--- src/design/lcab_pkg.sv ---
// lcab_pkg: shared constants, step codes and control structs of the lca engine
// no dependencies; used by every other file of the block but lcab_ram
package lcab_pkg;

	// field widths
	localparam int NODE_W = 11;
	localparam int FUNC_W = 2;
	localparam int LEN_W  = 11;
	localparam int CFG_W  = 11;

	// default sizing
	localparam int DEF_MAX_NODES  = 1024;
	localparam int DEF_LOG_LEVELS = 11;

	// configuration port
	localparam int APB_AW = 3;
	localparam int APB_DW = 32;
	localparam logic REG_NODE_COUNT = 1'b0;
	localparam logic [CFG_W-1:0] NODE_COUNT_RST = 11'd1;

	// function codes of an input word
	localparam logic [FUNC_W-1:0] FN_LOAD  = 2'd0;
	localparam logic [FUNC_W-1:0] FN_BUILD = 2'd1;
	localparam logic [FUNC_W-1:0] FN_QUERY = 2'd2;

	// special nodes
	localparam logic [NODE_W-1:0] NULL_NODE = 11'd0;
	localparam logic [NODE_W-1:0] ROOT_NODE = 11'd1;

	// controller steps, also the datapath opcode
	localparam int ST_W = 5;
	localparam logic [ST_W-1:0] ST_CLR   = 5'd0;
	localparam logic [ST_W-1:0] ST_IDLE  = 5'd1;
	localparam logic [ST_W-1:0] ST_LOAD  = 5'd2;
	localparam logic [ST_W-1:0] ST_B0R   = 5'd3;
	localparam logic [ST_W-1:0] ST_B0W   = 5'd4;
	localparam logic [ST_W-1:0] ST_LVR   = 5'd5;
	localparam logic [ST_W-1:0] ST_LVM   = 5'd6;
	localparam logic [ST_W-1:0] ST_LVW   = 5'd7;
	localparam logic [ST_W-1:0] ST_DPR   = 5'd8;
	localparam logic [ST_W-1:0] ST_DPS   = 5'd9;
	localparam logic [ST_W-1:0] ST_QMAP  = 5'd10;
	localparam logic [ST_W-1:0] ST_QRD   = 5'd11;
	localparam logic [ST_W-1:0] ST_QPICK = 5'd12;
	localparam logic [ST_W-1:0] ST_UPR   = 5'd13;
	localparam logic [ST_W-1:0] ST_UPD   = 5'd14;
	localparam logic [ST_W-1:0] ST_UPS   = 5'd15;
	localparam logic [ST_W-1:0] ST_EQ    = 5'd16;
	localparam logic [ST_W-1:0] ST_SPR   = 5'd17;
	localparam logic [ST_W-1:0] ST_SPS   = 5'd18;
	localparam logic [ST_W-1:0] ST_TOPR  = 5'd19;
	localparam logic [ST_W-1:0] ST_TOPG  = 5'd20;
	localparam logic [ST_W-1:0] ST_CRD   = 5'd21;
	localparam logic [ST_W-1:0] ST_CGET  = 5'd22;
	localparam logic [ST_W-1:0] ST_DONE  = 5'd23;

	// controller to datapath
	typedef struct packed {
		logic [ST_W-1:0] op;
		logic            take;
		logic            out_load;
		logic            v_clr;
		logic            v_inc;
		logic            lvl_top;
		logic            lvl_one;
		logic            lvl_inc;
		logic            lvl_dec;
	} lcab_cmd_t;

	// datapath to controller
	typedef struct packed {
		logic [FUNC_W-1:0] func;
		logic              v_last;
		logic              v_max;
		logic              lvl_zero;
		logic              lvl_top;
		logic              root;
		logic              dep_ne;
		logic              a_eq_b;
	} lcab_status_t;

endpackage

--- src/design/lcab_ctrl.sv ---
// lcab_ctrl: step sequencer for clearing, load, build and query
// depends on lcab_pkg; drives lcab_datapath through lcab_cmd_t
module lcab_ctrl (
	input  logic                   clk,
	input  logic                   arst_n,
	input  logic                   in_valid,
	output logic                   in_ready,
	output logic                   out_valid,
	input  logic                   out_ready,
	input  lcab_pkg::lcab_status_t st,
	output lcab_pkg::lcab_cmd_t    cmd
);

	logic [lcab_pkg::ST_W-1:0] state_q, state_n;
	logic                      out_valid_q;
	logic                      in_fire;

	assign in_fire = in_valid && in_ready;

	// next step and commands
	always_comb begin
		state_n  = state_q;
		cmd      = '0;
		cmd.op   = state_q;
		in_ready = 1'b0;
		case (state_q)
			lcab_pkg::ST_CLR: begin
				if (st.v_max) begin
					cmd.v_clr = 1'b1;
					state_n   = lcab_pkg::ST_IDLE;
				end else begin
					cmd.v_inc = 1'b1;
				end
			end
			lcab_pkg::ST_IDLE: begin
				in_ready = 1'b1;
				if (in_valid) begin
					cmd.take  = 1'b1;
					cmd.v_clr = 1'b1;
					// dispatch on the function of the incoming word
					case (st.func)
						lcab_pkg::FN_LOAD:  state_n = lcab_pkg::ST_LOAD;
						lcab_pkg::FN_BUILD: state_n = lcab_pkg::ST_B0R;
						lcab_pkg::FN_QUERY: state_n = lcab_pkg::ST_QMAP;
						default:            state_n = lcab_pkg::ST_DONE;
					endcase
				end
			end
			lcab_pkg::ST_LOAD: state_n = lcab_pkg::ST_DONE;
			lcab_pkg::ST_B0R:  state_n = lcab_pkg::ST_B0W;
			lcab_pkg::ST_B0W: begin
				if (st.v_last) begin
					cmd.v_clr   = 1'b1;
					cmd.lvl_one = 1'b1;
					state_n     = lcab_pkg::ST_LVR;
				end else begin
					cmd.v_inc = 1'b1;
					state_n   = lcab_pkg::ST_B0R;
				end
			end
			lcab_pkg::ST_LVR: state_n = lcab_pkg::ST_LVM;
			lcab_pkg::ST_LVM: state_n = lcab_pkg::ST_LVW;
			lcab_pkg::ST_LVW: begin
				state_n = lcab_pkg::ST_LVR;
				if (st.v_last) begin
					cmd.v_clr = 1'b1;
					if (st.lvl_top) begin
						state_n = lcab_pkg::ST_DPR;
					end else begin
						cmd.lvl_inc = 1'b1;
					end
				end else begin
					cmd.v_inc = 1'b1;
				end
			end
			lcab_pkg::ST_DPR: begin
				cmd.lvl_top = 1'b1;
				state_n     = lcab_pkg::ST_DPS;
			end
			lcab_pkg::ST_DPS: begin
				if (!st.lvl_zero) begin
					cmd.lvl_dec = 1'b1;
				end else if (st.v_last) begin
					cmd.v_clr = 1'b1;
					state_n   = lcab_pkg::ST_DONE;
				end else begin
					cmd.v_inc = 1'b1;
					state_n   = lcab_pkg::ST_DPR;
				end
			end
			lcab_pkg::ST_QMAP: state_n = lcab_pkg::ST_QRD;
			lcab_pkg::ST_QRD:  state_n = lcab_pkg::ST_QPICK;
			lcab_pkg::ST_QPICK: begin
				if (st.root) begin
					state_n = lcab_pkg::ST_CRD;
				end else if (st.dep_ne) begin
					cmd.lvl_top = 1'b1;
					state_n     = lcab_pkg::ST_UPR;
				end else begin
					state_n = lcab_pkg::ST_EQ;
				end
			end
			lcab_pkg::ST_UPR: state_n = lcab_pkg::ST_UPD;
			lcab_pkg::ST_UPD: state_n = lcab_pkg::ST_UPS;
			lcab_pkg::ST_UPS: begin
				if (st.lvl_zero) begin
					state_n = lcab_pkg::ST_EQ;
				end else begin
					cmd.lvl_dec = 1'b1;
					state_n     = lcab_pkg::ST_UPR;
				end
			end
			lcab_pkg::ST_EQ: begin
				if (st.a_eq_b) begin
					state_n = lcab_pkg::ST_CRD;
				end else begin
					cmd.lvl_top = 1'b1;
					state_n     = lcab_pkg::ST_SPR;
				end
			end
			lcab_pkg::ST_SPR: state_n = lcab_pkg::ST_SPS;
			lcab_pkg::ST_SPS: begin
				if (st.lvl_zero) begin
					state_n = lcab_pkg::ST_TOPR;
				end else begin
					cmd.lvl_dec = 1'b1;
					state_n     = lcab_pkg::ST_SPR;
				end
			end
			lcab_pkg::ST_TOPR: state_n = lcab_pkg::ST_TOPG;
			lcab_pkg::ST_TOPG: state_n = lcab_pkg::ST_CRD;
			lcab_pkg::ST_CRD:  state_n = lcab_pkg::ST_CGET;
			lcab_pkg::ST_CGET: state_n = lcab_pkg::ST_DONE;
			lcab_pkg::ST_DONE: begin
				if (!out_valid_q) begin
					cmd.out_load = 1'b1;
					state_n      = lcab_pkg::ST_IDLE;
				end
			end
			default: state_n = lcab_pkg::ST_IDLE;
		endcase
	end

	// step register
	always_ff @(posedge clk or negedge arst_n) begin
		if (!arst_n) begin
			state_q <= lcab_pkg::ST_CLR;
		end else begin
			state_q <= state_n;
		end
	end

	// result slot
	always_ff @(posedge clk or negedge arst_n) begin
		if (!arst_n) begin
			out_valid_q <= 1'b0;
		end else if (cmd.out_load) begin
			out_valid_q <= 1'b1;
		end else if (out_ready) begin
			out_valid_q <= 1'b0;
		end
	end

	assign out_valid = out_valid_q;

`ifndef NO_ASSERTIONS
	a_busy_after_take: assert property (@(posedge clk) disable iff (!arst_n)
		in_fire |=> state_q != lcab_pkg::ST_IDLE)
		else $error("engine idle right after taking a word");
	a_slot_fill: assert property (@(posedge clk) disable iff (!arst_n)
		(state_q == lcab_pkg::ST_DONE && !out_valid_q) |=>
		(out_valid_q && state_q == lcab_pkg::ST_IDLE))
		else $error("finished result not moved to the output slot");
	a_clear_len: assert property (@(posedge clk) disable iff (!arst_n)
		(state_q == lcab_pkg::ST_CLR && !st.v_max) |=> state_q == lcab_pkg::ST_CLR)
		else $error("clearing pass left early");
	a_lvl_floor: assert property (@(posedge clk) disable iff (!arst_n)
		cmd.lvl_dec |-> !st.lvl_zero)
		else $error("level counter stepped below zero");
`endif

endmodule

--- config.mk ---
export PLATFORM = sky130hd
export DESIGN_NAME = lcab_ctrl
export DESIGN_NICKNAME = d
export VERILOG_FILES = /design/src/design/lcab_pkg.sv /design/src/design/lcab_ctrl.sv
export SDC_FILE = /design/constraint.sdc
export NUM_CORES = 1
export LEC_CHECK = 0
export ABC_CLOCK_PERIOD_IN_PS = 4040
export BUFFER_PORTS_ARGS = -buffer_cell sky130_fd_sc_hd__buf_2
export CAP_MARGIN = 20
export CORE_MARGIN = 1
export CORE_UTILIZATION = 53
export DETAILED_ROUTE_END_ITERATION = 12
export PLACE_DENSITY_LB_ADDON = 0.15
export SETUP_SLACK_MARGIN = 0.3
export SKIP_LAST_GASP = 1
export SYNTH_ARGS = -nofsm -noshare
export SYNTH_HDL_FRONTEND = slang
export SYNTH_SLANG_ARGS = --single-unit
--- constraint.sdc ---
create_clock -name clk -period 4.04 [get_ports clk]
set_input_delay 0.202 -clock clk [delete_from_list [all_inputs] [get_ports clk]]
set_output_delay 0.202 -clock clk [all_outputs]
set_load 0.05 [all_outputs]
==> results.tsv <==
stage	metric	value	unit
status	status	completed	
cts	clk sinks	6	
timing	Setup Skew	0.0134	ns
place	post-detail-place hpwl	1.77	mm
place	Port-buffer cells	27	
floorplan	DIE HEIGHT	41.3	um
setup_path	Worst Path Arrival	2.45	ns
timing	relative slew slack	56.0	%
setup_path	startpoint types	flop	
route	via count	1038	
setup_path	Worst Path Max Fanout	22	
finish	fillers	122	
route	Metal-1 WL	994	um
timing	RSZ-0062 raised after global routing	false	
finish	fin area	956	um2
floorplan	die width	41.3	um
route	met2 routed WL	1.13	mm
place	dpl cell area	923	um2
run	MaxCap Viol Count	0	
timing	Final period util	65.5	%
cts	clock-pin slew of the registers on the worst-case setup and hold paths	0.06	ns
cts	Post-CTS Setup Bufs	0	
synth	mapped cell area	820	um2
timing	worst slew pin tran	0.661	ns
finish	area of the multi-input gates	608	um2
finish	Util after Layout	70.0	%
place	gp weighted congestion	0.919	
timing	max-slew violations	0	
place	placed insts	148	
setup_path	CP peak stage delay	0.74	ns
finish	Final nets	152	
synth	top_reg_cell synth	dfrtp_1	
cts	Longest Clk Path Bufs	2	
timing	Setup-failing EPs final	0	
route	Post-route DRC	0	
place	Post-Place Setup Slack	1.72	ns
route	per-cell routed wire length	16.1	um
floorplan	row count	13	
finish	diodes inserted	0	
finish	register area	150	um2
finish	Finished Layout Cells	152	
power	Leak Pwr	0.432	nW
synth	asr flop ratio synth	100	%
cts	CTS tree	done	
synth	Post-Syn Nets	129	
route	DR iter-0 viols	88	
timing	Final Hold Viols	0	
timing	final worst slack	1.39	ns
synth	sequential-to-total area share from yosys stat	18.3	%
grt	first-pass GRT wire length	3.51	mm
route	Pre-Repair DR Iteration Count	5	
synth	average cell area after synthesis	7.06	um2
setup_path	Critical Path Slowest Stage Cell	dfrtp_1	
synth	Yosys cell types	45	
floorplan	Initial Utilization	60.0	%
route	Final ANT Viol Nets	0	
timing	Worst Hold Slack	0.139	ns
finish	layout cell share with drive strength beyond 1	23.4	%
grt	grt ovf	0	
route	WL final	2.45	mm
synth	Syn Inst Count	116	
synth	Area contributors post-synth	dfrtp_1, nand2b_1, a21oi_1	
setup_path	buffers plus inverters on the worst setup path	1	
route	vias per cell	6.83	
cts	H-tree Lvls	1	
floorplan	die area	0.00171	mm2
synth	largest area contributor in the netlist	dfrtp_1	
timing	min cycle time layout	2.65	ns
setup_path	critical path, cell by cell	or3b_1 > or2_0 > a21oi_1 > a221o_1 > buf_2	
power	Cell Pwr Density	913	mW/mm2
cts	clk root buf	clkbuf_4	
setup_path	Crit path max-delay family	simple AND/OR/NAND/NOR gates	
setup_path	CP endpoint kind	output port	
power	Peak VDD IR	0.000399	V
synth	Seq cells post-synth	6	
cts	Worst-Skew Late Latency	0.25	ns
timing	final setup TNS	0	ns
cts	Num CTS Buffers	3	
route	metal3 WL	265	um
timing	fmax	378	MHz
grt	antenna violations before repair	0	
grt	largest net degree at the start of global routing	24	
floorplan	io pins	28	
synth	yosys synthesis warning count	0	
grt	Tot GR Track Use	30.9	%
worst_hold_path	worst min path class	in2reg	
setup_path	Required @ worst endpoint	3.84	ns
setup_path	Setup CP Type	reg2out	
route	Highest Signal Layer	met4	
grt	number of global-route vias before repair	795	
synth	Post-synth EDFFs	0	
synth	Synth top area share	18.3	%
power	Design Power	873	uW
floorplan	Core Region	0.00137	mm2
finish	area growth from synthesis to layout	16.6	%
-- cells in the final DEF (no fill, tap or decap), types with 5 or more instances in the layout --
cell type / netlist / layout
o21ai_0: 7 / 7
nand2b_1: 10 / 10
buf_2: 4 / 27
nor3_1: 5 / 5
nand2_1: 9 / 9
nor2_1: 9 / 9
a21oi_1: 8 / 8
dfrtp_1: 6 / 6
-- worst paths after layout --
kind	start	to	slack, ns	cells after the start
setup reg to reg	state_q[0]$_DFFE_PN0P_	state_q[3]$_DFFE_PN0P_	2.05	4
min in group asynchronous	arst_n	state_q[1]$_DFFE_PN0P_	0.31	2
setup / recovery	state_q[0]$_DFFE_PN0P_	cmd[5]	1.39	5
hold / removal	out_ready	out_valid$_DFFE_PN0P_	0.14	2
max in group asynchronous	arst_n	out_valid$_DFFE_PN0P_	3.56	2
hold reg to reg	out_valid$_DFFE_PN0P_	out_valid$_DFFE_PN0P_	0.57	1
-- final cells by class --
type | instances | area share [%]
well taps | 15 | 1.96
inverters | 3 | 1.18
repair buffers | 28 | 15.2
flip-flops and latches | 6 | 15.7
clock buffers | 3 | 2.36
multi-input cells | 97 | 63.6
-- worst reg2reg max path, stage by stage (launching register included) --
cell and delay (ns):
dfrtp_1 0.74, or3b_1 0.52, nor4_1 0.30, o311ai_0 0.17, o211ai_1 0.16
-- registers in the layout, summed over array words and instances, names as in the netlist --
register   flops
state_q        5
out_valid      1
-- where the power goes --
group	switching (mW)	internal, mW
combinational	0.392	0.208
sequential	0.127	0.0870
clock	0.0248	0.0338
total	0.544	0.329
-- cells by family (layout without fill, tap and decap cells) --
| logic type | after synthesis | in the layout | share of synthesized area [%] |
|---|---|---|---|
| multiplexers | 1 | 1 | 1.22 |
| AO/OA/AOI/OAI | 38 | 38 | 31.5 |
| buffers and inverters | 13 | 34 | 7.48 |
| AND/OR/NAND/NOR | 57 | 57 | 40.5 |
| XOR/XNOR | 1 | 1 | 1.07 |
| flip-flops | 6 | 6 | 18.3 |
-- repair_timing --
item | in CTS | in global routing
hold endpoints to repair | 6 | 0
hold buffers | 1 | 0
gates resized for setup | 0 | 0
-- synth_stat cells, types with 2 or more instances --
cell type   n
o211ai_1    3
a21boi_0    3
nor4_1      3
clkbuf_1    4
dfrtp_1     6
o21ai_0     7
and3_1      2
nand2b_1   10
nor2_1      9
o21bai_1    2
buf_2       4
nand3_1     2
nand4b_1    3
or3_1       2
nor2b_1     2
a31oi_1     3
inv_1       3
nand2_1     9
nand3b_1    2
nor3_1      5
a21oi_1     8
-- layer usage --
metal / vias to the layer above / GRT usage (%)
met4: 0 / 16.1
met2: 86 / 50.0
li1: 476 / -
met3: 10 / 6.38
met5: - / 0
met1: 466 / 38.4
(Power assumes the default switching activity.)
